`config.mk`:
```
export PLATFORM = sky130hd
export DESIGN_NAME = encoder_frame_crc5_decode
export DESIGN_NICKNAME = d
export VERILOG_FILES = /design/src/efcrc5_pkg.sv /design/src/encoder_frame_crc5_decode.sv
export SDC_FILE = /design/constraint.sdc
export NUM_CORES = 1
export LEC_CHECK = 0
export BUFFER_PORTS_ARGS = -buffer_cell sky130_fd_sc_hd__buf_4
export CORE_MARGIN = 5
export CORE_UTILIZATION = 62
export CTS_CLUSTER_DIAMETER = 60
export DETAILED_ROUTE_END_ITERATION = 10
export PLACE_DENSITY = 0.95
export RECOVER_POWER = 100
export SYNTH_ARGS = -nofsm -noshare
export SYNTH_HDL_FRONTEND = slang
export SYNTH_SLANG_ARGS = --single-unit
```
`constraint.sdc`:
```
create_clock -name i_clk -period 8.2 [get_ports i_clk]
set_input_delay 0.82 -clock i_clk [delete_from_list [all_inputs] [get_ports i_clk]]
set_output_delay 0.82 -clock i_clk [all_outputs]
set_load 0.02 [all_outputs]
```
`src/efcrc5_pkg.sv`:
```
`timescale 1ns / 1ps

package efcrc5_pkg;

    localparam int FRAME_BYTES_DEF = 6;
    localparam int RX_WIDTH        = 48;
    localparam int WORD_BITS       = 32;
    localparam int PAYLOAD_BITS    = 15;
    localparam int CRC_BITS        = 5;
    localparam int FIELD_BITS      = PAYLOAD_BITS + CRC_BITS;
    localparam int POS_BITS        = 13;
    localparam int ALARM_BITS      = 2;
    localparam int CNT_BITS        = 4;
    localparam int START_IDX_BITS  = 2;

    localparam logic [CNT_BITS-1:0] MAX_FAIL_RESET = 4'd10;
    localparam logic [CRC_BITS-1:0] CRC_SEED       = 5'h1F;

    typedef enum logic [1:0] {
        ST_GOOD    = 2'd0,
        ST_CRC_ERR = 2'd1,
        ST_FRAMING = 2'd2
    } t_status;

    typedef enum logic [3:0] {
        S_IDLE = 4'b0001,
        S_SCAN = 4'b0010,
        S_BITS = 4'b0100,
        S_DONE = 4'b1000
    } t_state;

endpackage

```
`src/encoder_frame_crc5_decode.sv`:
```
`timescale 1ns / 1ps

// Channel   Direction  Handshake                    Payload
// rx        in         i_rx_valid / o_rx_ready      i_rx_frame
// res       out        o_res_valid / i_res_ready    o_position, o_alarm_bits,
//                                                   o_frame_status,
//                                                   o_failure_count, o_link_error
// cfg       in         i_cfg_valid / o_cfg_ready    i_cfg_max_failures
//
// Steps: the frame is scanned byte by byte for the start byte (1 to
// FRAME_BYTES-4 bytes scanned), then the reversed word is walked bit by bit
// up to and including the start bit (1 to 32 bits), the 20-bit field is
// captured serially and the supervision state is updated.
// A framing error skips the bit walk and the field capture.
// Reset (synchronous, active low) clears held position, alarm bits, failure
// count, sticky error and sets max_failures to 10.
// A finished result waits in the output register; the next frame transfer is
// taken meanwhile, and its final update stalls until the result is taken.

module encoder_frame_crc5_decode #(
    parameter int FRAME_BYTES = efcrc5_pkg::FRAME_BYTES_DEF
) (
    input  logic                                 i_clk,
    input  logic                                 i_rst_n,
    // frame input
    input  logic                                 i_rx_valid,
    output logic                                 o_rx_ready,
    input  logic [efcrc5_pkg::RX_WIDTH-1:0]      i_rx_frame,
    // result output
    output logic                                 o_res_valid,
    input  logic                                 i_res_ready,
    output logic [efcrc5_pkg::POS_BITS-1:0]      o_position,
    output logic [efcrc5_pkg::ALARM_BITS-1:0]    o_alarm_bits,
    output logic [1:0]                           o_frame_status,
    output logic [efcrc5_pkg::CNT_BITS-1:0]      o_failure_count,
    output logic                                 o_link_error,
    // configuration
    input  logic                                 i_cfg_valid,
    output logic                                 o_cfg_ready,
    input  logic [efcrc5_pkg::CNT_BITS-1:0]      i_cfg_max_failures
);
    import efcrc5_pkg::*;

    // last start-byte index that still leaves four bytes after it
    localparam logic [START_IDX_BITS-1:0] LAST_IDX = START_IDX_BITS'(FRAME_BYTES - 5);
    localparam int BCNT_BITS = $clog2(WORD_BITS);
    localparam int NCOL_BITS = $clog2(FIELD_BITS + 1);
    localparam logic [BCNT_BITS-1:0] BCNT_LAST = BCNT_BITS'(WORD_BITS - 1);
    localparam logic [NCOL_BITS-1:0] NCOL_LAST = NCOL_BITS'(FIELD_BITS - 1);
    localparam logic [NCOL_BITS-1:0] NCOL_PAY  = NCOL_BITS'(PAYLOAD_BITS);

    t_state                     r_state;
    logic [RX_WIDTH-1:0]        r_frame;
    logic [START_IDX_BITS-1:0]  r_idx;
    logic                       r_ferr;
    logic [WORD_BITS-1:0]       r_word;
    logic [BCNT_BITS-1:0]       r_bcnt;
    logic                       r_started;
    logic [NCOL_BITS-1:0]       r_ncol;
    logic [FIELD_BITS-1:0]      r_field;
    logic [CRC_BITS-1:0]        r_crc;
    logic [CRC_BITS-1:0]        n_crc;
    logic [WORD_BITS-1:0]       n_word;

    logic [POS_BITS-1:0]        r_held_pos;
    logic [ALARM_BITS-1:0]      r_held_alarm;
    logic [CNT_BITS-1:0]        r_fail_cnt;
    logic                       r_link_err;
    logic [CNT_BITS-1:0]        r_max_fail;
    logic [1:0]                 r_status;
    logic                       r_out_valid;

    logic                       bit_in;
    logic                       crc_ex;
    logic [CRC_BITS-1:0]        crc_calc;
    logic                       slot_free;
    logic                       frame_bad;

    assign o_rx_ready      = (r_state == S_IDLE);
    assign o_cfg_ready     = 1'b1;
    assign o_res_valid     = r_out_valid;
    assign o_position      = r_held_pos;
    assign o_alarm_bits    = r_held_alarm;
    assign o_frame_status  = r_status;
    assign o_failure_count = r_fail_cnt;
    assign o_link_error    = r_link_err;

    // Word bit 8n+j is bit 7-j of byte k+n: per-byte reversal is wiring.
    // Bits 7:6 of the start byte are cleared, i.e. word bits 1:0.
    always_comb begin
        for (int n = 0; n < 4; n++) begin
            for (int j = 0; j < 8; j++) begin
                n_word[8*n+j] = r_frame[8*n+7-j];
            end
        end
        n_word[1:0] = 2'b00;
    end

    // serial CRC-5, taps after stages 0 and 2
    assign bit_in = r_word[0];
    assign crc_ex = r_crc[4] ^ bit_in;
    always_comb begin
        n_crc[0] = crc_ex;
        n_crc[1] = r_crc[0] ^ crc_ex;
        n_crc[2] = r_crc[1];
        n_crc[3] = r_crc[2] ^ crc_ex;
        n_crc[4] = r_crc[3];
    end
    // complemented, stage 0 read as MSB
    assign crc_calc = ~{r_crc[0], r_crc[1], r_crc[2], r_crc[3], r_crc[4]};

    assign slot_free = !r_out_valid || i_res_ready;
    assign frame_bad = r_ferr || (crc_calc != r_field[FIELD_BITS-1:PAYLOAD_BITS]);

    always_ff @(posedge i_clk) begin
        if (!i_rst_n) begin
            r_state      <= S_IDLE;
            r_out_valid  <= 1'b0;
            r_held_pos   <= '0;
            r_held_alarm <= '0;
            r_fail_cnt   <= '0;
            r_link_err   <= 1'b0;
            r_max_fail   <= MAX_FAIL_RESET;
            r_status     <= ST_GOOD;
            r_ferr       <= 1'b0;
            r_ncol       <= '0;
        end else begin
            if (i_cfg_valid) begin
                r_max_fail <= i_cfg_max_failures;
            end
            // in S_DONE the update below decides the valid flag
            if (r_out_valid && i_res_ready && r_state != S_DONE) begin
                r_out_valid <= 1'b0;
            end

            case (r_state)
                S_IDLE: begin
                    if (i_rx_valid) begin
                        r_frame <= i_rx_frame;
                        r_idx   <= '0;
                        r_ferr  <= 1'b0;
                        r_state <= S_SCAN;
                    end
                end
                // one byte per cycle looking for the start byte
                S_SCAN: begin
                    if (r_frame[7:0] != 8'h00) begin
                        r_word    <= n_word;
                        r_bcnt    <= '0;
                        r_started <= 1'b0;
                        r_ncol    <= '0;
                        r_crc     <= CRC_SEED;
                        r_state   <= S_BITS;
                    end else if (r_idx == LAST_IDX) begin
                        r_ferr  <= 1'b1;
                        r_state <= S_DONE;
                    end else begin
                        r_frame <= r_frame >> 8;
                        r_idx   <= r_idx + 1'b1;
                    end
                end
                // walk the word LSB first: skip zeros and start bit, then
                // capture 15 payload bits and 5 CRC bits; zeros past the end
                S_BITS: begin
                    r_word <= r_word >> 1;
                    if (!r_started) begin
                        // an all-zero word takes its last bit as the start
                        if (bit_in || r_bcnt == BCNT_LAST) begin
                            r_started <= 1'b1;
                        end
                        r_bcnt <= r_bcnt + 1'b1;
                    end else begin
                        r_field <= {bit_in, r_field[FIELD_BITS-1:1]};
                        if (r_ncol < NCOL_PAY) begin
                            r_crc <= n_crc;
                        end
                        r_ncol <= r_ncol + 1'b1;
                        if (r_ncol == NCOL_LAST) begin
                            r_state <= S_DONE;
                        end
                    end
                end
                // update supervision state once the output slot is free
                S_DONE: begin
                    if (slot_free) begin
                        if (frame_bad) begin
                            if (r_fail_cnt < r_max_fail) begin
                                r_fail_cnt <= r_fail_cnt + 1'b1;
                            end else begin
                                r_link_err <= 1'b1;
                            end
                            r_status <= r_ferr ? ST_FRAMING : ST_CRC_ERR;
                        end else begin
                            r_held_pos   <= r_field[PAYLOAD_BITS-1:ALARM_BITS];
                            r_held_alarm <= r_field[ALARM_BITS-1:0];
                            r_fail_cnt   <= '0;
                            r_status     <= ST_GOOD;
                        end
                        r_out_valid <= 1'b1;
                        r_state     <= S_IDLE;
                    end
                end
                default: begin
                    r_state <= S_IDLE;
                end
            endcase
        end
    end

    // sticky error stays set until reset
    a_link_sticky: assert property (@(posedge i_clk) disable iff (!i_rst_n)
        r_link_err |=> r_link_err)
        else $error("link error cleared without reset");

    // a good frame always reports a cleared failure count
    a_good_clears: assert property (@(posedge i_clk) disable iff (!i_rst_n)
        (o_res_valid && o_frame_status == ST_GOOD) |-> (o_failure_count == '0))
        else $error("good frame with nonzero failure count");

    // a decoded frame reaches the update only with the whole field captured
    a_field_full: assert property (@(posedge i_clk) disable iff (!i_rst_n)
        (r_state == S_DONE && !r_ferr) |-> (r_ncol == NCOL_BITS'(FIELD_BITS)))
        else $error("field capture incomplete at update");

    // while a result waits, its failure count and status hold
    a_result_hold: assert property (@(posedge i_clk) disable iff (!i_rst_n)
        (o_res_valid && !i_res_ready) |=>
            ($stable(o_failure_count) && $stable(o_frame_status)))
        else $error("pending result changed");

endmodule

```
After elaboration in Yosys (flattened, before gate mapping)
Cells that the tools add are included.

Bits in registers: 150. Output and inout bits: 25.

Equality and inequality tests: 21. Add/sub/neg operators: 4. Magnitude comparators: 2. Reductions and logical operators: 21. Muxes and demuxes: 41. Bitwise operators: 6.

Operators by type and width (number): 2-to-1 mux 48 bit (3); one-hot mux 48 bit (2 select lines) (1); one-hot mux 32 bit (2 select lines) (1); 2-to-1 mux 32 bit (1); 2-to-1 mux 4 bit (8); 2-to-1 mux 5 bit (6); one-hot mux 5 bit (2 select lines) (3); != test 2 bit (second input constant) (10); one-hot mux 4 bit (4 select lines) (1); AND reduction 3 bit (5); AND reduction 5 bit (3); AND reduction 4 bit (3); adder 5 x 1 -> 5 bit (second input constant) (2); equality test 5 bit (second input constant) (2); 2-to-1 mux 2 bit (5); 2-to-1 mux 1 bit (9); nonzero test 8 bit (1); less-than comparator 5 x 4 -> 1 bit (second input constant) (1); != test 5 bit (1); NOT 5 bit (1); adder 4 x 1 -> 4 bit (second input constant) (1); equality test 4 x 1 -> 1 bit (second input constant) (1); equality test 4 x 2 -> 1 bit (second input constant) (1); equality test 4 x 3 -> 1 bit (second input constant) (1); 16 further kinds (24).

Logic depth before layout (Yosys ltp)
Word-level depth: 5. Mapped depth: 7.

Worst setup path before layout
No wires, ideal clock.

Path kind: reg2reg. From: register r_state[0]. To: register r_frame[0], enable pin. Stages on the path, launching flop included: 5. Required time: 7.742 ns. Clock period less this slack: 4.268 ns. Setup slack: 3.932 ns. Data arrival time: 3.810 ns. Path through: dfxtp_1 > nor4b_1 > nand2_1 > o21a_1 > nor2_1.

Word-level cells in the longest chain between the ends: 3.

Ends and longest elaborated chain: from (decl) (RTL line encoder_frame_crc5_decode.sv:52) `t_state r_state;`; from (signal assigned) (RTL line encoder_frame_crc5_decode.sv:117) `r_state <= S_IDLE;`; from (signal assigned) (RTL line encoder_frame_crc5_decode.sv:142) `r_state <= S_SCAN;`; from (signal assigned) (RTL line encoder_frame_crc5_decode.sv:153) `r_state <= S_BITS;`; equality test 4 x 1 -> 1 bit *; via o_rx_ready (RTL line encoder_frame_crc5_decode.sv:27) `output logic o_rx_ready,`; != test 2 bit (no line) or nonzero test 2 bit (tied branches); AND reduction 5 bit (no line) *; to (signal assigned) (RTL line encoder_frame_crc5_decode.sv:139) `r_frame <= i_rx_frame;`; to (signal assigned) (RTL line encoder_frame_crc5_decode.sv:158) `r_frame <= r_frame >> 8;`; to (decl) (RTL line encoder_frame_crc5_decode.sv:53) `logic [RX_WIDTH-1:0] r_frame;`.

Mark *: on every way through the listed nets, which the timed path passes. The rest lies on a longest branch. A chain may end at the register's enable or synchronous reset.

Worst setup path in the final report
From: register r_state[1]. To: register r_word[22], enable pin.

Word-level cells in the longest chain between the ends: 3.

Ends and longest elaborated chain: equality test 4 x 2 -> 1 bit or equality test 4 x 3 -> 1 bit (tied branches) (RTL line encoder_frame_crc5_decode.sv:136) `case (r_state)`; != test 2 bit (no line) or nonzero test 2 bit (tied branches); AND reduction 3 bit (no line) *; to (signal assigned) (RTL line encoder_frame_crc5_decode.sv:148) `r_word <= n_word;`; to (signal assigned) (RTL line encoder_frame_crc5_decode.sv:165) `r_word <= r_word >> 1;`; to (decl) (RTL line encoder_frame_crc5_decode.sv:56) `logic [WORD_BITS-1:0] r_word;`.

Mark *: on every way between the ends. The rest lies on a longest branch, timed or not.

==> impl.org <==
** Outcome
- Outcome :: finished with violations
- The final reports fail on capacitance limit, slew limit.

** Drt
- In the routed layout, each cell is associated on average with a via count of 5.70.
- Final routed wirelength across all metal layers :: 13.4 mm
- The routed layout has 4221 vias.
- In the routed design, unresolved DRC markers number 0.
- The first routing iteration left 339 violations.
- Number of detailed-routing iterations run before antenna repair :: 5
- Detailed-route wire length per cell :: 18.1 microns
- The detail route stage leaves a number of antenna-violating nets equal to 0.

** Setup path
- In this run the worst path has a maximum fanout of 56.
- For the worst flop-to-flop path, the logic depth is 5.
- Crit path buffers/inverters :: 2
- The largest single stage delay on the critical path is 1950 ps.
- Setup slack of the most critical reg-to-reg path :: 3440 ps
- Standard cell with the maximum stage delay on the critical path :: sky130_fd_sc_hd__clkbuf_1
- The critical path crosses 5 cells after its start point.
- Kind of cell adding the most delay to the critical path :: buffers and inverters
- At the worst endpoint, the required time is 8320 ps.
- Critical register-to-register path endpoint :: r_word[22]$_DFFE_PP_
- The worst setup path is launched from a register.
- Walking the worst path, the cells encountered are nor4b_1 > clkbuf_1 > nor2_1 > nor2_2 > clkbuf_1.
- CP Capture Type :: register
- Most prevalent standard cell on the critical path :: sky130_fd_sc_hd__clkbuf_1
- STA puts the critical path data arrival time at 4880 ps.
- The most critical setup path has its endpoint at r_word[22]$_DFFE_PP_.
- Crit path from :: r_state[1]$_SDFFE_PN0P_
- Origin of the critical flop-to-flop path :: r_state[1]$_SDFFE_PN0P_
- The setup path with the least slack is of type reg2reg.

** Cells and area
- Diode insertion count for antenna repair :: 0
- Layout Cells excl Fill :: 741
- Of the cells placed in the final design, the portion with a size suffix greater than 1 is 0.212.
- Fill cell instance count of the final layout :: 607
- Compared with the post-synthesis result, the final layout area differs by 18.1%.
- Net count reported at finish :: 660

** Clock network
- Buffers inserted to repair hold after CTS numbered 0.
- CTS Buf Count :: 17
- Clk sinks :: 150
- In this run the post-CTS setup repair buffer count came out at 0.
- CTS HTree Levels :: 4
- Clock transition at path regs :: 60 ps
- Clk_lat worst skew :: 540 ps
- Clock tree from TritonCTS :: yes
- Cell at the root of the clock tree :: sky130_fd_sc_hd__clkbuf_8
- Once the clock tree was built, the resizer swapped 0 gates to a different size.
- In this run the deepest clock path goes through 2 buffers.

** Timing
- Final max-slew violation count :: 213
- At the pin with the least slew margin, the transition time is 2700 ps.
- Final hold violation count :: 0
- Adding up every negative setup slack in the final design gives 0 ps.
- Setup violations remaining at the end of the flow were counted as 0.
- On the final layout, the worst clock skew is 14.8 ps.
- Fraction of the cycle the final worst path needs :: 0.580
- Setup repair after global routing left no endpoint under its margin.
- Maximum operating frequency :: 0.210 GHz
- Tightest slew margin relative to the limit :: -0.802
- For the finished layout, the period the worst path requires is 4760 ps.

** Synth
- In the synthesized netlist the dominant register cell turns out to be sky130_fd_sc_hd__edfxtp_1.
- The share of synthesized area in the top cell type comes to 0.539.
- Cell types occupying the most area after synthesis :: sky130_fd_sc_hd__edfxtp_1, sky130_fd_sc_hd__dfxtp_1, sky130_fd_sc_hd__nand2_1
- Syn Inst Count :: 515
- Synthesis inferred 150 register bits.
- Proportion of register bits with asynchronous set or reset after synthesis :: 0
- Mean instance size in the synthesized netlist :: 12.2 sq um
- Counting every net in the synthesized netlist gives 580.
- The biggest area contributor in the post-synthesis netlist is sky130_fd_sc_hd__edfxtp_1.
- For this run, the register share of the synthesized area comes to 0.656.
- Yosys printed 0 warnings.
- EDFF count, synth :: 113
- Distinct cell type count of the synthesized netlist :: 45
- The cell area that synthesis handed to floorplanning was 6300 sq um.

** Die
- Vertical die dimension :: 111 microns
- For this design the top-level I/O count stands at 82.
- Total die area :: 12300 sq um
- In this run the core area contains 36 standard-cell rows.
- Area of the placeable core :: 9820 sq um
- For this configuration, the core starts out at a cell density of 0.641.
- The die is 111 microns wide.

** Placed design
- The congestion estimate from routability-driven global placement came to 0.813.
- Number of instances in the placed design :: 709
- Post-DP HPWL :: 8.40 mm
- Number of port buffers :: 80

** Power
- In this run the power spent charging and discharging nets is 371 uW.
- For this design the static power due to leakage is 0.00274 uW.
- Combinational group share of total power :: 0.059
- Across the VDD grid, the largest voltage drop is 0.176 mV.
- The share of total power dissipated in sequential elements is 0.504.
- Of the total power, the share spent switching nets is 0.218.
- Of the total power, the clock network draws 0.437.
- Power density over the cells :: 228 nW/um^2
- Design internal power :: 1330 uW

** Global routing
- After global routing the overflow that remains totals 0.
- Antenna violations before repair :: 0
- The first global-routing pass estimated 21.6 mm of wire.
- Entering global routing, the biggest net connects 57 pins.
- Across every metal layer, demand over resource in global routing totals 0.223.
- The via count of the first global-routing pass is 4264.

** Min path
- Path category of the worst min-delay check :: reg2reg

** Flow run
- The tool flagged a number of max-cap violations equal to 5.
[routing by layer]
| layer | global-route usage | up-vias | wire length, microns |
|---|---|---|---|
| met4 | 0.0854 | 0 | 276 |
| met3 | 0.0775 | 28 | 887 |
| met1 | 0.266 | 2045 | 5370 |
| li1 | - | 1971 | - |
| met2 | 0.374 | 177 | 6850 |
| met5 | 0 | - | 0 |
[cells by family (layout without fill, tap and decap cells)]
group                      after synthesis  in the layout  share of synthesized area
and+or+nand+nor                        225            225                      0.169
adders and majority gates                8              8                     0.0159
xor gates and xnor gates                14             14                     0.0195
muxes                                   42             42                     0.0747
AOI/OAI and AO/OA                       44             44                     0.0433
buffers and inverters                   31            124                     0.0203
other                                    1              1                   0.000595
DFF                                    150            150                      0.656
[power by group through the flow]
| stage | clock, uW | combinational, uW | sequential (uW) |
|---|---|---|---|
| after global routing | 786 | 110 | 857 |
| after global placement | 0 | 95.4 | 869 |
| after detailed placement | 0 | 101 | 872 |
| after CTS | 747 | 103 | 856 |
| after floorplan | 0 | 61.4 | 869 |
| final | 743 | 99.8 | 856 |
[cell type report]
class                           count  area (sq um)  area share
Clock buffer                       21           472      0.0634
Clock inverter                     11          97.6      0.0131
Inverter                            7          26.3     0.00353
Multi-Input combinational cell    334          2010       0.271
Sequential cell                   150          4130       0.556
Tap cell                          133           166      0.0224
Timing Repair Buffer               85           529      0.0712
[worst reg2reg max path, cell delays in order, from the launching register on]
cell                       delay (ps)
sky130_fd_sc_hd__dfxtp_1          500
sky130_fd_sc_hd__nor4b_1          310
sky130_fd_sc_hd__clkbuf_1        1950
sky130_fd_sc_hd__nor2_1           130
sky130_fd_sc_hd__nor2_2           170
sky130_fd_sc_hd__clkbuf_1        1290
[worst min-delay path by stage]
stage                          startpoint                    end  slack (ps)  cells past startpoint
floorplan            r_field[1]$_DFFE_PP_   r_field[0]$_DFFE_PP_         430                      0
global placement    r_field[14]$_DFFE_PP_  r_field[13]$_DFFE_PP_         440                      0
finish               r_field[4]$_DFFE_PP_   r_field[3]$_DFFE_PP_         460                      0
global route         r_field[4]$_DFFE_PP_   r_field[3]$_DFFE_PP_         460                      0
detailed placement   r_field[8]$_DFFE_PP_   r_field[7]$_DFFE_PP_         440                      0
CTS                  r_field[4]$_DFFE_PP_   r_field[3]$_DFFE_PP_         450                      0
[cells in the final DEF, fill, tap and decap left out, types with 2 or more instances in the layout]
cell and n:
sky130_fd_sc_hd__nand2_2 2, sky130_fd_sc_hd__nand2_1 123, sky130_fd_sc_hd__mux2_2 33, sky130_fd_sc_hd__buf_4 56, sky130_fd_sc_hd__nor3b_1 2, sky130_fd_sc_hd__clkinv_4 3
sky130_fd_sc_hd__or4b_1 2, sky130_fd_sc_hd__inv_1 7, sky130_fd_sc_hd__nor3_1 6, sky130_fd_sc_hd__or2_2 2, sky130_fd_sc_hd__and2_0 3, sky130_fd_sc_hd__edfxtp_1 113
sky130_fd_sc_hd__a31oi_1 5, sky130_fd_sc_hd__and2_1 2, sky130_fd_sc_hd__nor4b_1 3, sky130_fd_sc_hd__nand2b_1 4, sky130_fd_sc_hd__dfxtp_1 37, sky130_fd_sc_hd__o211ai_1 2
sky130_fd_sc_hd__xor2_1 2, sky130_fd_sc_hd__a21oi_1 9, sky130_fd_sc_hd__mux2_1 7, sky130_fd_sc_hd__nor2b_1 12, sky130_fd_sc_hd__clkbuf_16 18, sky130_fd_sc_hd__nand4_1 2
sky130_fd_sc_hd__mux2i_1 2, sky130_fd_sc_hd__nor2_1 25, sky130_fd_sc_hd__nor4_1 2, sky130_fd_sc_hd__nand3_1 26, sky130_fd_sc_hd__clkinv_2 5, sky130_fd_sc_hd__xnor2_1 12
sky130_fd_sc_hd__o21a_1 2, sky130_fd_sc_hd__and3_1 3, sky130_fd_sc_hd__clkbuf_1 31, sky130_fd_sc_hd__ha_1 8, sky130_fd_sc_hd__o21ai_0 22
[sequential cells by signal, indices dropped and copies added, names as in the netlist]
register	flops
o_alarm_bits	2
r_crc	5
o_failure_count	4
r_word	32
r_idx	2
r_ncol	5
r_started	1
r_frame	48
r_max_fail	4
o_res_valid	1
r_ferr	1
o_link_error	1
r_bcnt	5
o_frame_status	2
o_position	13
r_state	4
r_field	20
[cells in the mapped netlist (all sizes together), types with 6 or more instances]
library cell,instances
nand2,125
ha,8
clkbuf,15
nor3,6
inv,7
o21ai,22
mux2,40
nor2b,12
nand3,26
buf,9
xnor2,12
a21oi,9
nor2,27
dfxtp,37
edfxtp,113
[through the flow]
step | hold WS, ps | utilization | cell area, sq um | worst slack [ps] | power, uW
2_1_floorplan | 426 | - | 6300 | 3930 | 930
3_3_place_gp | 436 | 0.715 | 7020 | 5490 | 965
4_1_cts | 453 | 0.773 | 7590 | 5340 | 1710
6_report | 461 | 0.757 | 7440 | 3440 | 1700
3_5_place_dp | 443 | 0.715 | 7020 | 5340 | 972
5_1_grt | 456 | 0.757 | 7440 | 2950 | 1750
Power figures use the tool's default switching activity.
